--- src/rtl/fsed_pkg.sv ---
// Package for the fp32 squared L2 distance block: FSM and fold codes,
// register indexes, fold address tables and IEEE single add/multiply.
// No dependencies.
package fsed_pkg;

	localparam logic [31:0] QNAN = 32'h7FC0_0000;

	localparam logic [1:0] REG_VLEN = 2'd0;
	localparam logic [1:0] REG_MODE = 2'd1;

	typedef enum logic [2:0] {
		ST_IDLE, ST_SUB, ST_MUL, ST_ACC, ST_CRD, ST_CFIRST, ST_CADD, ST_FIN
	} state_t;

	// fold kinds: sixteen-to-four, halving tree, final quad/single read
	typedef enum logic [1:0] {
		CH_F4, CH_HV, CH_Q
	} chain_t;

	// lane address of read k within fold group grp
	function automatic logic [3:0] ch_addr(input chain_t kind, input logic [3:0] grp,
		input logic [1:0] k);
		logic [3:0] base;
		logic [3:0] stride;
		base = 4'd0;
		stride = 4'd0;
		unique case (kind)
			CH_F4: return {k, grp[1:0]};
			CH_HV: begin
				if (grp < 4'd8) begin
					base = grp;
					stride = 4'd8;
				end else if (grp < 4'd12) begin
					base = grp - 4'd8;
					stride = 4'd4;
				end else if (grp < 4'd14) begin
					base = grp - 4'd12;
					stride = 4'd2;
				end else begin
					base = 4'd0;
					stride = 4'd1;
				end
				return k[0] ? base + stride : base;
			end
			CH_Q: return {2'b00, k};
			default: return 4'd0;
		endcase
	endfunction

	function automatic logic [1:0] ch_last_k(input chain_t kind, input logic mode);
		unique case (kind)
			CH_F4: return 2'd3;
			CH_HV: return 2'd1;
			CH_Q: return mode ? 2'd3 : 2'd0;
			default: return 2'd0;
		endcase
	endfunction

	function automatic logic [3:0] ch_last_grp(input chain_t kind);
		unique case (kind)
			CH_F4: return 4'd3;
			CH_HV: return 4'd14;
			CH_Q: return 4'd0;
			default: return 4'd0;
		endcase
	endfunction

	function automatic logic [4:0] clz27(input logic [26:0] v);
		logic [4:0] n;
		n = 5'd27;
		for (int i = 0; i < 27; i++) begin
			if (v[i]) n = 5'(26 - i);
		end
		return n;
	endfunction

	function automatic logic [5:0] clz48(input logic [47:0] v);
		logic [5:0] n;
		n = 6'd48;
		for (int i = 0; i < 48; i++) begin
			if (v[i]) n = 6'(47 - i);
		end
		return n;
	endfunction

	// m[26:3] significand (hidden bit at 26, clear only when e is 1), m[2:0] guard bits
	function automatic logic [31:0] round_pack(input logic s, input logic signed [11:0] e,
		input logic [26:0] m);
		logic up;
		logic [24:0] mr;
		logic signed [11:0] e2;
		logic [22:0] frac;
		up = m[2] & (m[1] | m[0] | m[3]);
		mr = {1'b0, m[26:3]} + {24'd0, up};
		if (mr[24]) begin
			e2 = e + 12'sd1;
			frac = 23'd0;
		end else begin
			e2 = mr[23] ? e : 12'sd0;
			frac = mr[22:0];
		end
		if (e2 >= 12'sd255) return {s, 8'hFF, 23'd0};
		return {s, e2[7:0], frac};
	endfunction

	function automatic logic [31:0] fp_add(input logic [31:0] a, input logic [31:0] b);
		logic a_nan, b_nan, a_inf, b_inf;
		logic [31:0] x, y;
		logic [7:0] ex, ey, diff;
		logic [23:0] mx, my;
		logic [26:0] yx, ysh;
		logic st;
		logic [27:0] s;
		logic signed [11:0] e;
		logic [4:0] lz, sh;
		logic [26:0] m;
		a_nan = (&a[30:23]) && (|a[22:0]);
		b_nan = (&b[30:23]) && (|b[22:0]);
		a_inf = (&a[30:23]) && !(|a[22:0]);
		b_inf = (&b[30:23]) && !(|b[22:0]);
		if (a_nan || b_nan) return QNAN;
		if (a_inf && b_inf && (a[31] != b[31])) return QNAN;
		if (a_inf) return a;
		if (b_inf) return b;
		if (b[30:0] > a[30:0]) begin
			x = b;
			y = a;
		end else begin
			x = a;
			y = b;
		end
		ex = (x[30:23] == 8'd0) ? 8'd1 : x[30:23];
		ey = (y[30:23] == 8'd0) ? 8'd1 : y[30:23];
		mx = {|x[30:23], x[22:0]};
		my = {|y[30:23], y[22:0]};
		diff = ex - ey;
		yx = {my, 3'b000};
		if (diff > 8'd26) begin
			ysh = 27'd0;
			st = |my;
		end else begin
			ysh = yx >> diff;
			st = |(yx & ~(27'h7FF_FFFF << diff));
		end
		ysh = {ysh[26:1], ysh[0] | st};
		if (x[31] == y[31]) s = {1'b0, mx, 3'b000} + {1'b0, ysh};
		else s = {1'b0, mx, 3'b000} - {1'b0, ysh};
		if (s == 28'd0) return {a[31] & b[31], 31'd0};
		e = $signed({4'd0, ex});
		if (s[27]) begin
			m = {s[27:2], s[1] | s[0]};
			e = e + 12'sd1;
		end else begin
			lz = clz27(s[26:0]);
			if ($signed({7'd0, lz}) > e - 12'sd1) sh = 5'(e - 12'sd1);
			else sh = lz;
			m = s[26:0] << sh;
			e = e - $signed({7'd0, sh});
		end
		return round_pack(x[31], e, m);
	endfunction

	function automatic logic [31:0] fp_mul(input logic [31:0] a, input logic [31:0] b);
		logic a_nan, b_nan, a_inf, b_inf, a_zero, b_zero, s;
		logic [7:0] ex, ey;
		logic [23:0] mx, my;
		logic [47:0] p, pn, q;
		logic [5:0] lz;
		logic signed [11:0] e, rs;
		logic st;
		a_nan = (&a[30:23]) && (|a[22:0]);
		b_nan = (&b[30:23]) && (|b[22:0]);
		a_inf = (&a[30:23]) && !(|a[22:0]);
		b_inf = (&b[30:23]) && !(|b[22:0]);
		a_zero = (a[30:0] == 31'd0);
		b_zero = (b[30:0] == 31'd0);
		s = a[31] ^ b[31];
		if (a_nan || b_nan || (a_inf && b_zero) || (b_inf && a_zero)) return QNAN;
		if (a_inf || b_inf) return {s, 8'hFF, 23'd0};
		if (a_zero || b_zero) return {s, 31'd0};
		ex = (a[30:23] == 8'd0) ? 8'd1 : a[30:23];
		ey = (b[30:23] == 8'd0) ? 8'd1 : b[30:23];
		mx = {|a[30:23], a[22:0]};
		my = {|b[30:23], b[22:0]};
		p = mx * my;
		lz = clz48(p);
		pn = p << lz;
		e = $signed({4'd0, ex}) + $signed({4'd0, ey}) - 12'sd126 - $signed({6'd0, lz});
		q = pn;
		st = 1'b0;
		if (e < 12'sd1) begin
			rs = 12'sd1 - e;
			if (rs > 12'sd47) begin
				q = 48'd0;
				st = |pn;
			end else begin
				q = pn >> rs[5:0];
				st = |(pn & ~({48{1'b1}} << rs[5:0]));
			end
			e = 12'sd1;
		end
		return round_pack(s, e, {q[47:22], (|q[21:0]) | st});
	endfunction

endpackage

--- src/rtl/fp32_squared_euclidean_distance.sv ---
// Top level of the fp32 squared L2 distance block: sequencer, lane memory,
// shared fp adder and multiplier. Depends on fsed_pkg.
//
// channel  dir  handshake              word
// in       in   in_valid / in_ready    a_value, b_value (IEEE single bits)
// out      out  out_valid / out_ready  distance (IEEE single bits)
// cfg      in   cfg_wr_en (no wait)    cfg_index, cfg_data
//
// Each element pair is accepted, subtracted and squared, then added into its lane
// of the 16-entry lane memory (read-add-write, one read port) or, past the last full
// lane group, into the tail register. The fold to four lanes runs when needed; at a
// vector's end follow the halving fold and single read (mode 0) or quad sum (mode 1),
// then the tail add. Reset clears lane valid bits, so no clearing pass is needed.
// A finished distance waits in its output register; the next vector streams in
// meanwhile and only its final add stalls while the old word is not taken.
module fp32_squared_euclidean_distance (
	input  logic        clk,
	input  logic        arst_n,
	input  logic        in_valid,
	output logic        in_ready,
	input  logic [31:0] a_value,
	input  logic [31:0] b_value,
	output logic        out_valid,
	input  logic        out_ready,
	output logic [31:0] distance,
	input  logic        cfg_wr_en,
	input  logic [1:0]  cfg_index,
	input  logic [15:0] cfg_data
);

	fsed_pkg::state_t state_q, state_d;
	fsed_pkg::chain_t kind_q, kind_d;

	logic [15:0] vlen_q;
	logic        mode_q;
	logic [15:0] idx_q;
	logic [31:0] tail_q;
	logic [15:0] lane_vld_q;
	logic        fin_q;
	logic        lane_path_q;
	logic [3:0]  grp_q;
	logic [1:0]  k_q;
	logic [31:0] a_q, b_q, d_q, p_q, acc_q;
	logic [31:0] out_q;
	logic        out_valid_q;

	logic [31:0] lane_mem [16];
	logic [31:0] mem_rd_q;
	logic [3:0]  rd_addr_q;

	logic [15:0] n_eff, n16, n4;
	logic        lane16, lane4;
	logic [31:0] lane_val;
	logic [31:0] add_a, add_b, add_y;
	logic [31:0] mul_y;

	// sequencer strobes
	logic        rd_en;
	logic [3:0]  rd_addr;
	logic        mem_we;
	logic [3:0]  mem_waddr;
	logic        ch_start;
	logic        grp_next;
	logic        k_next;
	logic        acc_load;
	logic        fin_set;
	logic        done;
	logic        cfg_hit;

	// a length of 0 counts as 1; the 16-bit register never exceeds the maximum
	assign n_eff = (vlen_q == 16'd0) ? 16'd1 : vlen_q;
	assign n16 = {n_eff[15:4], 4'd0};
	assign n4 = {n_eff[15:2], 2'd0};
	assign lane16 = idx_q < n16;
	assign lane4 = mode_q && (idx_q < n4);

	// a lane not written since the last clear reads as +0
	assign lane_val = lane_vld_q[rd_addr_q] ? mem_rd_q : 32'd0;

	assign cfg_hit = cfg_wr_en &&
		((cfg_index == fsed_pkg::REG_VLEN) || (cfg_index == fsed_pkg::REG_MODE));

	assign add_y = fsed_pkg::fp_add(add_a, add_b);
	assign mul_y = fsed_pkg::fp_mul(d_q, d_q);

	assign in_ready = (state_q == fsed_pkg::ST_IDLE);
	assign out_valid = out_valid_q;
	assign distance = out_q;

	always_comb begin
		state_d = state_q;
		kind_d = kind_q;
		rd_en = 1'b0;
		rd_addr = 4'd0;
		mem_we = 1'b0;
		mem_waddr = rd_addr_q;
		ch_start = 1'b0;
		grp_next = 1'b0;
		k_next = 1'b0;
		acc_load = 1'b0;
		fin_set = 1'b0;
		done = 1'b0;
		add_a = acc_q;
		add_b = lane_val;
		unique case (state_q)
			fsed_pkg::ST_IDLE: begin
				if (in_valid) begin
					// entering the four-lane phase: fold sixteen lanes first
					if (mode_q && (idx_q == n16) && (idx_q < n4)) begin
						ch_start = 1'b1;
						kind_d = fsed_pkg::CH_F4;
						state_d = fsed_pkg::ST_CRD;
					end else begin
						state_d = fsed_pkg::ST_SUB;
					end
				end
			end
			fsed_pkg::ST_SUB: begin
				add_a = a_q;
				add_b = {~b_q[31], b_q[30:0]};
				state_d = fsed_pkg::ST_MUL;
			end
			fsed_pkg::ST_MUL: begin
				rd_en = lane16 || lane4;
				rd_addr = lane16 ? idx_q[3:0] : {2'b00, idx_q[1:0]};
				state_d = fsed_pkg::ST_ACC;
			end
			fsed_pkg::ST_ACC: begin
				add_a = lane_path_q ? lane_val : tail_q;
				add_b = p_q;
				mem_we = lane_path_q;
				if (idx_q + 16'd1 >= n_eff) begin
					fin_set = 1'b1;
					ch_start = 1'b1;
					state_d = fsed_pkg::ST_CRD;
					if (!mode_q) kind_d = fsed_pkg::CH_HV;
					else if (n4 == n16) kind_d = fsed_pkg::CH_F4;
					else kind_d = fsed_pkg::CH_Q;
				end else begin
					state_d = fsed_pkg::ST_IDLE;
				end
			end
			fsed_pkg::ST_CRD: begin
				rd_en = 1'b1;
				rd_addr = fsed_pkg::ch_addr(kind_q, grp_q, 2'd0);
				state_d = fsed_pkg::ST_CFIRST;
			end
			fsed_pkg::ST_CFIRST: begin
				acc_load = 1'b1;
				if (fsed_pkg::ch_last_k(kind_q, mode_q) == 2'd0) begin
					done = 1'b1;
				end else begin
					rd_en = 1'b1;
					rd_addr = fsed_pkg::ch_addr(kind_q, grp_q, 2'd1);
					k_next = 1'b1;
					state_d = fsed_pkg::ST_CADD;
				end
			end
			fsed_pkg::ST_CADD: begin
				if (k_q == fsed_pkg::ch_last_k(kind_q, mode_q)) begin
					mem_we = (kind_q != fsed_pkg::CH_Q);
					mem_waddr = fsed_pkg::ch_addr(kind_q, grp_q, 2'd0);
					done = 1'b1;
				end else begin
					rd_en = 1'b1;
					rd_addr = fsed_pkg::ch_addr(kind_q, grp_q, k_q + 2'd1);
					k_next = 1'b1;
				end
			end
			fsed_pkg::ST_FIN: begin
				add_a = acc_q;
				add_b = tail_q;
				if (!out_valid_q || out_ready) state_d = fsed_pkg::ST_IDLE;
			end
			default: state_d = fsed_pkg::ST_IDLE;
		endcase
		// end of one fold group: next group, or what follows the fold
		if (done) begin
			if (grp_q != fsed_pkg::ch_last_grp(kind_q)) begin
				grp_next = 1'b1;
				state_d = fsed_pkg::ST_CRD;
			end else if (kind_q == fsed_pkg::CH_Q) begin
				state_d = fsed_pkg::ST_FIN;
			end else if ((kind_q == fsed_pkg::CH_F4) && !fin_q) begin
				state_d = fsed_pkg::ST_SUB;
			end else begin
				ch_start = 1'b1;
				kind_d = fsed_pkg::CH_Q;
				state_d = fsed_pkg::ST_CRD;
			end
		end
		if (cfg_hit) state_d = fsed_pkg::ST_IDLE;
	end

	always_ff @(posedge clk or negedge arst_n) begin
		if (!arst_n) begin
			state_q <= fsed_pkg::ST_IDLE;
			kind_q <= fsed_pkg::CH_F4;
			vlen_q <= 16'd16;
			mode_q <= 1'b0;
			idx_q <= 16'd0;
			tail_q <= 32'd0;
			lane_vld_q <= 16'd0;
			fin_q <= 1'b0;
			grp_q <= 4'd0;
			k_q <= 2'd0;
			out_valid_q <= 1'b0;
		end else begin
			state_q <= state_d;
			kind_q <= kind_d;
			if (ch_start) begin
				grp_q <= 4'd0;
				k_q <= 2'd0;
			end else if (grp_next) begin
				grp_q <= grp_q + 4'd1;
				k_q <= 2'd0;
			end else if (k_next) begin
				k_q <= k_q + 2'd1;
			end
			if (fin_set) fin_q <= 1'b1;
			if (mem_we) lane_vld_q[mem_waddr] <= 1'b1;
			if (state_q == fsed_pkg::ST_ACC) begin
				if (!lane_path_q) tail_q <= add_y;
				idx_q <= fin_set ? 16'd0 : idx_q + 16'd1;
			end
			if (out_valid_q && out_ready) out_valid_q <= 1'b0;
			// result leaves; state back to an empty vector
			if ((state_q == fsed_pkg::ST_FIN) && (!out_valid_q || out_ready)) begin
				out_valid_q <= 1'b1;
				tail_q <= 32'd0;
				lane_vld_q <= 16'd0;
				fin_q <= 1'b0;
				idx_q <= 16'd0;
			end
			if (cfg_wr_en && (cfg_index == fsed_pkg::REG_VLEN)) vlen_q <= cfg_data;
			if (cfg_wr_en && (cfg_index == fsed_pkg::REG_MODE)) mode_q <= cfg_data[0];
			// any register write abandons the vector in progress
			if (cfg_hit) begin
				tail_q <= 32'd0;
				lane_vld_q <= 16'd0;
				fin_q <= 1'b0;
				idx_q <= 16'd0;
			end
		end
	end

	// datapath registers
	always_ff @(posedge clk) begin
		if (in_valid && in_ready) begin
			a_q <= a_value;
			b_q <= b_value;
		end
		if (state_q == fsed_pkg::ST_SUB) d_q <= add_y;
		if (state_q == fsed_pkg::ST_MUL) begin
			p_q <= mul_y;
			lane_path_q <= lane16 || lane4;
		end
		if (acc_load) acc_q <= lane_val;
		else if (state_q == fsed_pkg::ST_CADD) acc_q <= add_y;
		if ((state_q == fsed_pkg::ST_FIN) && (!out_valid_q || out_ready)) out_q <= add_y;
	end

	// lane memory: one write, one registered read
	always_ff @(posedge clk) begin
		if (mem_we) lane_mem[mem_waddr] <= add_y;
		if (rd_en) begin
			mem_rd_q <= lane_mem[rd_addr];
			rd_addr_q <= rd_addr;
		end
	end

endmodule
--- config.mk ---
export PLATFORM = sky130hd
export DESIGN_NAME = fp32_squared_euclidean_distance
export DESIGN_NICKNAME = d
export VERILOG_FILES = /design/src/rtl/fsed_pkg.sv /design/src/rtl/fp32_squared_euclidean_distance.sv
export SDC_FILE = /design/constraint.sdc
export NUM_CORES = 2
export LEC_CHECK = 0
export ABC_AREA = 1
export BUFFER_PORTS_ARGS = -buffer_cell sky130_fd_sc_hd__buf_2
export CORE_UTILIZATION = 55
export CTS_BUF_LIST = sky130_fd_sc_hd__clkbuf_8 sky130_fd_sc_hd__clkbuf_16
export CTS_CLUSTER_SIZE = 20
export DETAILED_ROUTE_END_ITERATION = 6
export HOLD_SLACK_MARGIN = 0.1
export PLACE_DENSITY = 0.71
export SYNTH_ARGS = -nofsm -noshare
export SYNTH_HDL_FRONTEND = slang
export SYNTH_SLANG_ARGS = --single-unit
--- constraint.sdc ---
create_clock -name clk -period 19.5 [get_ports clk]
set_input_delay 0 -clock clk [delete_from_list [all_inputs] [get_ports clk]]
set_output_delay 0 -clock clk [all_outputs]
set_load 0.01 [all_outputs]
Word level (Yosys, flattened, before mapping)
Memory sizes are Yosys's and may differ from the RTL's. A register that Yosys moved wholly into a read port is not among the register bits.
Index checks and enable logic that the tools add are counted.

storage, ports and cells
  register bits after elaboration = 290
  memory bits (writable) = 512
  bits of input ports = 87
  output and inout port bits = 34
  memories kept = 1

memory list
  memory    depth  bits a word  rd ports  clocked after memory_dff  write ports  line                                   text
  lane_mem  16     32           1         1                         1            fp32_squared_euclidean_distance.sv:47  logic [31:0] lane_mem [16];

cells by class
  $add $sub $neg = 21
  multiply operators = 1
  order comparisons = 16
  equality and inequality tests = 20
  shift operators = 6
  muxes and demuxes = 318
  bitwise operators = 16
  reduce and logical (&&, ||, !) cells = 66

operators by type and width
  operator                                                              count
  32-bit 2-to-1 mux                                                     38
  6-bit 2-to-1 mux                                                      50
  27-bit 2-to-1 mux                                                     11
  12-bit 2-to-1 mux                                                     22
  48-bit 2-to-1 mux                                                     5
  5-bit 2-to-1 mux                                                      40
  28-bit 2-to-1 mux                                                     5
  16-bit 2-to-1 mux                                                     8
  32-bit case mux with 3 select lines                                   1
  48-bit OR reduction                                                   2
  4-bit 2-to-1 mux                                                      23
  23-bit OR reduction                                                   3
  1-bit 2-to-1 mux                                                      67
  32-bit case mux with 2 select lines                                   1
  24-bit by 1-bit adder with 25-bit output                              2
  48-bit bitwise AND                                                    1
  24-bit by 24-bit multiplier with 48-bit output                        1
  48-bit inverter                                                       1
  48-bit by 6-bit left shift with 48-bit output                         1
  48-bit by 6-bit left shift with 48-bit output (first input constant)  1
  48-bit by 6-bit >> shifter with 48-bit output                         1
  23-bit 2-to-1 mux                                                     2
  3-bit 2-to-1 mux                                                      11
  16-bit < comparator                                                   2
  80 further kinds                                                      165

Depth between registers and ports, before layout
  depth after elaboration = 116
  mapped depth = 126
  mapped depth without buffers = 117

Worst setup path after synthesis
No wires, ideal clock.

  path type = reg-to-reg
  start point = reg state_q[2]
  end point = reg d_q[11], data pin
  setup time = 302 ps
  arrival time = 15938 ps
  data required time = 19198 ps
  slack = 3260 ps
  stages on the path, launching flop included = 103
  path buffers = 7
  period minus slack after synthesis = 16240 ps
  cells stage by stage = dfrtp_1 -> nor2_1 -> nand2_1 -> inv_2 -> buf_1 -> clkbuf_1 -> a221oi_1 -> ha_1 -> nand2_1 -> nor4_1 -> nand3_1 -> nor2_1 -> nand3b_1 -> nand2_2 -> inv_1 -> buf_2 -> clkbuf_1 -> o21ai_0 -> [... 67 more ...] -> nor2_1 -> nor2_1 -> nand3_1 -> o21ai_0 -> xor2_1 -> inv_1 -> nand2_1 -> inv_1 -> nand2_1 -> o21ai_0 -> a21oi_1 -> a21oi_2 -> or2_2 -> inv_4 -> nor2_8 -> buf_8 -> nand3_2 -> a21oi_1

on the way
  cells in the longest elaborated chain, start to end = 99
  elaborated cells between the ends (all ways) = 167
  classes of those cells = add/sub (8); order compare (4); eq/ne (5); shift (3); mux (120); bitwise (7); reduce/logical (20)

ends and longest elaborated chain
  item                                                                                               line                                    text
  from (decl)                                                                                        fp32_squared_euclidean_distance.sv:31   fsed_pkg::state_t state_q, state_d;
  from (signal assigned)                                                                             fp32_squared_euclidean_distance.sv:197  state_q <= fsed_pkg::ST_IDLE;
  from (signal assigned)                                                                             fp32_squared_euclidean_distance.sv:209  state_q <= state_d;
  3-bit equality test (tied with other cells)                                                        fp32_squared_euclidean_distance.sv:105  unique case (state_q)
  32-bit case mux with 3 select lines / 32-bit case mux with 2 select lines (equally long branches)  fp32_squared_euclidean_distance.sv:105
  31-bit greater-than comparator                                                                     fsed_pkg.sv:125                         if (b[30:0] > a[30:0]) begin
  32-bit 2-to-1 mux (2 in series)                                                                    fsed_pkg.sv:125
  32-bit 2-to-1 mux                                                                                  fsed_pkg.sv:124                         if (b_inf) return b;
  32-bit 2-to-1 mux                                                                                  fsed_pkg.sv:123                         if (a_inf) return a;
  32-bit 2-to-1 mux                                                                                  fsed_pkg.sv:122                         if (a_inf && b_inf && (a[31] != b[31])) return QNAN;
  8-bit zero test (on tied branches)                                                                 fsed_pkg.sv:132, fsed_pkg.sv:133
  [... 83 more ...]                                                                                  --
  1-bit 2-to-1 mux                                                                                   fsed_pkg.sv:122
  32-bit 2-to-1 mux                                                                                  fsed_pkg.sv:103                         return {s, e2[7:0], frac};
  32-bit 2-to-1 mux                                                                                  fsed_pkg.sv:149                         e = $signed({4'd0, ex});
  32-bit 2-to-1 mux                                                                                  fsed_pkg.sv:125
  32-bit 2-to-1 mux                                                                                  fsed_pkg.sv:124
  32-bit 2-to-1 mux                                                                                  fsed_pkg.sv:123
  32-bit 2-to-1 mux *                                                                                fsed_pkg.sv:122
  net add_y[11]                                                                                      fp32_squared_euclidean_distance.sv:54   logic [31:0] add_a, add_b, add_y;
  to (signal assigned)                                                                               fp32_squared_euclidean_distance.sv:253  if (state_q == fsed_pkg::ST_SUB) d_q <= add_y;
  to (decl)                                                                                          fp32_squared_euclidean_distance.sv:43   logic [31:0] a_q, b_q, d_q, p_q, acc_q;

Mark *: on every way through the listed nets, which the timed path passes. The rest lies on a longest branch. The select of a mux whose other input is x is not followed.
A chain may end at the register's enable or synchronous reset.

Final worst setup path
  start point = reg state_q[1]
  end point = mem lane_mem[5][0], data pin

on the way
  cells in the longest elaborated chain, start to end = 99
  elaborated cells between the ends (all ways) = 167
  classes of those cells = add/sub (8); order compare (4); eq/ne (5); shift (3); mux (120); bitwise (7); reduce/logical (20)

ends and longest elaborated chain
  item                                                                                               line
  3-bit equality test (tied with other cells)                                                        fp32_squared_euclidean_distance.sv:105
  32-bit case mux with 3 select lines / 32-bit case mux with 2 select lines (equally long branches)  fp32_squared_euclidean_distance.sv:105
  31-bit greater-than comparator                                                                     fsed_pkg.sv:125
  32-bit 2-to-1 mux (2 in series)                                                                    fsed_pkg.sv:125
  32-bit 2-to-1 mux                                                                                  fsed_pkg.sv:124
  32-bit 2-to-1 mux                                                                                  fsed_pkg.sv:123
  32-bit 2-to-1 mux                                                                                  fsed_pkg.sv:122
  8-bit zero test (on tied branches)                                                                 fsed_pkg.sv:132, fsed_pkg.sv:133
  [... 83 more ...]                                                                                  --
  1-bit 2-to-1 mux                                                                                   fsed_pkg.sv:122
  32-bit 2-to-1 mux                                                                                  fsed_pkg.sv:103
  32-bit 2-to-1 mux                                                                                  fsed_pkg.sv:149
  32-bit 2-to-1 mux                                                                                  fsed_pkg.sv:125
  32-bit 2-to-1 mux                                                                                  fsed_pkg.sv:124
  32-bit 2-to-1 mux                                                                                  fsed_pkg.sv:123
  32-bit 2-to-1 mux *                                                                                fsed_pkg.sv:122
  net add_y[0]                                                                                       fp32_squared_euclidean_distance.sv:54
  to (decl)                                                                                          fp32_squared_euclidean_distance.sv:47

Marked as above.

==> impl.org <==
** STA
- The final max-slew violation count was 0.
- Slew of the pin with the lowest slew margin :: 1.302 ns
- Number of failing setup endpoints in the final timing report :: 0
- Aggregate negative setup slack :: 0 ns
- Clock Skew :: 0.1155 ns
- Number of failing hold endpoints at the final stage :: 0
- Derived from the worst setup path, the maximum achievable clock frequency is 56.19 MHz.
- Setup repair after global routing left no endpoint under its margin.
- Dividing the final minimum period by the clock period gives 0.9126.
- The worst path needs 17.80 ns of the cycle, external delays included.
- Worst slew margin relative to its limit :: 0.1097

** Global routing
- Via count of the first global-routing pass :: 58740
- The number of antenna violations at the first check in global routing is 8.
- The first global-routing pass estimated 361.0 mm of wire.
- Total gr overflow :: 0
- Largest net degree at the start of global routing :: 146
- In the global route stage, overall resource usage came out at 0.3749.

** Floorplanning
- Total I/O pin count :: 121
- Die area :: 0.1270 mm²
- Row cnt :: 129
- Chip Height :: 356.3 µm
- Initial cell density of the core :: 0.5563
- The floorplan step set the die width to 356.3 µm.
- Area of the placeable core :: 0.1241 mm²

** Logic synthesis
- The Yosys step of the flow raised 0 warnings.
- Share of the synthesized area in the top cell type :: 0.3214
- Of the synthesized area, sequential elements account for 0.3555.
- Syn avg cell area :: 8.169 µm²
- The synthesized design contains 833 register bits.
- Counting every net in the synthesized netlist gives 9291.
- Async S/R FF share, synth :: 0.1128
- In this run the cell area of the synthesized design comes to 0.06905 mm².
- Cell count after synthesis :: 8453
- In the post-synthesis netlist, the biggest area contributors are sky130_fd_sc_hd__edfxtp_1 (32%), sky130_fd_sc_hd__fa_1 (12%), sky130_fd_sc_hd__nand2_1 (9.5%).
- The most used flip-flop cell after synthesis is sky130_fd_sc_hd__edfxtp_1.
- Most numerous cell types in the synthesized netlist :: sky130_fd_sc_hd__nand2_1 (1752), sky130_fd_sc_hd__inv_1 (1277), sky130_fd_sc_hd__nor2_1 (773)
- sky130_fd_sc_hd__edfxtp_1 takes more of the synthesized area than any other cell.
- Number of flops mapped to enable cells by yosys :: 739
- Dominant cell by count in the synthesized netlist :: sky130_fd_sc_hd__nand2_1
- Count of unique library cells instantiated by Yosys :: 76

** Place
- Final HPWL from detailed placement :: 171.8 mm
- Port Buffer Count :: 120
- The congestion estimate from routability-driven global placement came to 1.066.

** Route
- The count of nets left with antenna violations once routing finished came out at 0.
- First-pass iteration count of the detailed router :: 7
- In the routed design, unresolved DRC markers number 16.
- Vias/cell :: 6.000
- Vias :: 61920
- Final WL :: 240.0 mm
- Iteration-0 DRC count of the detailed router :: 8349
- After detailed routing, the average wire length per cell comes to 23.26 µm.

** Clocking
- At the later pin of the worst-skew pair, clock insertion delay measures 0.76 ns.
- TritonCTS built the clock tree.
- The cell sitting at the root of the clock tree is a sky130_fd_sc_hd__clkbuf_16.
- Number of sinks driven by the clock tree :: 833
- Clk buf depth :: 3
- Buffers inserted during clock tree synthesis total 85.
- Register clock-pin slew on the reported worst setup and hold paths :: 0.06 ns
- H-tree depth :: 3

** Layout
- From synthesis to final layout, the design area changed by 10.79%.
- Number of fill cells in the layout :: 10840
- Layout cell share with drive strength beyond 1 :: 0.07350
- Final nets :: 9446

** Setup path
- The worst setup path is captured at a flip-flop.
- Crit-path slowest cell :: sky130_fd_sc_hd__a2111oi_0
- Largest stage delay, worst path :: 1.03 ns
- Worst path most repeated cell :: sky130_fd_sc_hd__nand2_1
- Maximum fanout along the worst path :: 34
- By startpoint and endpoint, the worst setup path is classified as reg2reg.
- STA classifies the critical path startpoint as a flip-flop.
- STA puts the critical path data required time at 19.94 ns.
- For the worst setup path, the data arrival time is 18.23 ns.

** Status
- Result of the run :: finished, violations left
- Violated checks :: design-rule violations

** Run
- Max Cap Violations :: 0

** Worst hold path
- Type of the worst min-delay path :: in2reg
-- cells by family (layout without fill, tap and decap cells) --
family	after synthesis	in the layout	share of synthesized area
flip-flops	833	833	0.3555
AND/OR/NAND/NOR	3381	3384	0.2087
XOR/XNOR	149	149	0.01923
adder cells (fa/ha/maj)	751	751	0.1824
other	0	2	0
multiplexers	28	28	0.004059
AO/OA/AOI/OAI	1574	1575	0.1327
buffers and inverters	1737	1960	0.09752
-- final timing paths --
kind | startpoint | to | slack (ns) | depth (start not counted)
max | state_q[1] | lane_mem[5][0] | 1.70 | 95
min | a_value[6] | a_q[6] | 0.17 | 2
max reg2reg | state_q[1] | lane_mem[5][0] | 1.70 | 95
min reg2reg | lane_vld_q[14] | lane_vld_q[14] | 0.50 | 2
max in group asynchronous | arst_n | grp_q[0] | 18.07 | 4
min in group asynchronous | arst_n | vlen_q[4] | 0.46 | 3
-- flip-flops by register name, indices dropped and copies added, names as in the netlist, 2 cells and up --
signal and flops:
rd_addr_q 4, mem_rd_q 32, kind_q 2, p_q 31, lane_mem 512, grp_q 4, state_q 3, idx_q 16
tail_q 32, distance 32, k_q 2, a_q 32, lane_vld_q 16, d_q 31, acc_q 32, b_q 32
vlen_q 16
-- per-layer routing --
layer | global-route usage | vias to the layer above | routed length [µm]
met1 | 0.5394 | 29630 | 99790
met3 | 0.09105 | 511 | 28700
met5 | 0 | - | 40
met4 | 0.1288 | 6 | 9452
li1 | - | 28310 | -
met2 | 0.5528 | 3462 | 102000
-- layout by cell type, fill, tap and decap left out, types with 197 or more instances in the layout --
cell	instances
sky130_fd_sc_hd__a21oi_1	249
sky130_fd_sc_hd__dlygate4sd3_1	197
sky130_fd_sc_hd__edfxtp_1	739
sky130_fd_sc_hd__fa_1	426
sky130_fd_sc_hd__ha_1	325
sky130_fd_sc_hd__inv_1	1284
sky130_fd_sc_hd__nand2_1	1747
sky130_fd_sc_hd__nand3_1	513
sky130_fd_sc_hd__nor2_1	749
sky130_fd_sc_hd__o21ai_0	730
-- stage by stage --
stage,hold WS (ns),cell area (µm²),setup slack [ns],utilization,std cells
floorplan,-0.2956,69050,3.260,-,8453
global placement,-0.03179,71190,1.108,0.5736,9935
detailed placement,-0.02870,71190,0.6612,0.5736,9935
CTS,0.1006,75960,0.5851,0.6120,10290
global route,0.1558,76500,0.003237,0.6163,10320
finish,0.1693,76500,1.704,0.6163,10320
-- worst max-delay path, delay by kind of cell, from the launching register on --
family	cells	cell delay, ns
buffers and inverters	17	2.94
and+or+nand+nor	41	5.84
AOI/OAI and AO/OA	30	6.12
adders and majority gates	6	1.83
xor gates and xnor gates	1	0.30
DFF	1	0.44
-- repair_timing --
action / 4_1_cts / 5_1_grt
endpoints found under the hold margin: 185 / 1
buffers inserted: 0 / 21
resized for setup: 0 / 37
hold buffers: 197 / 1
endpoints found under the setup margin: 0 / 620
-- final cells by class --
class                           instances  area [µm²]  share of cell area
Inverter                             1330        5050             0.06601
Sequential cell                       833       24540              0.3208
Clock inverter                         74       658.1            0.008603
Multi-Input combinational cell       5887       38170              0.4990
Antenna cell                            2       5.005          0.00006542
Clock buffer                           85        2127             0.02780
Timing Repair Buffer                  471        3897             0.05095
Tap cell                             1637        2048             0.02677
Power is not shown: default switching activity piles up to over one toggle a cycle in this logic, so the estimate is an artifact.
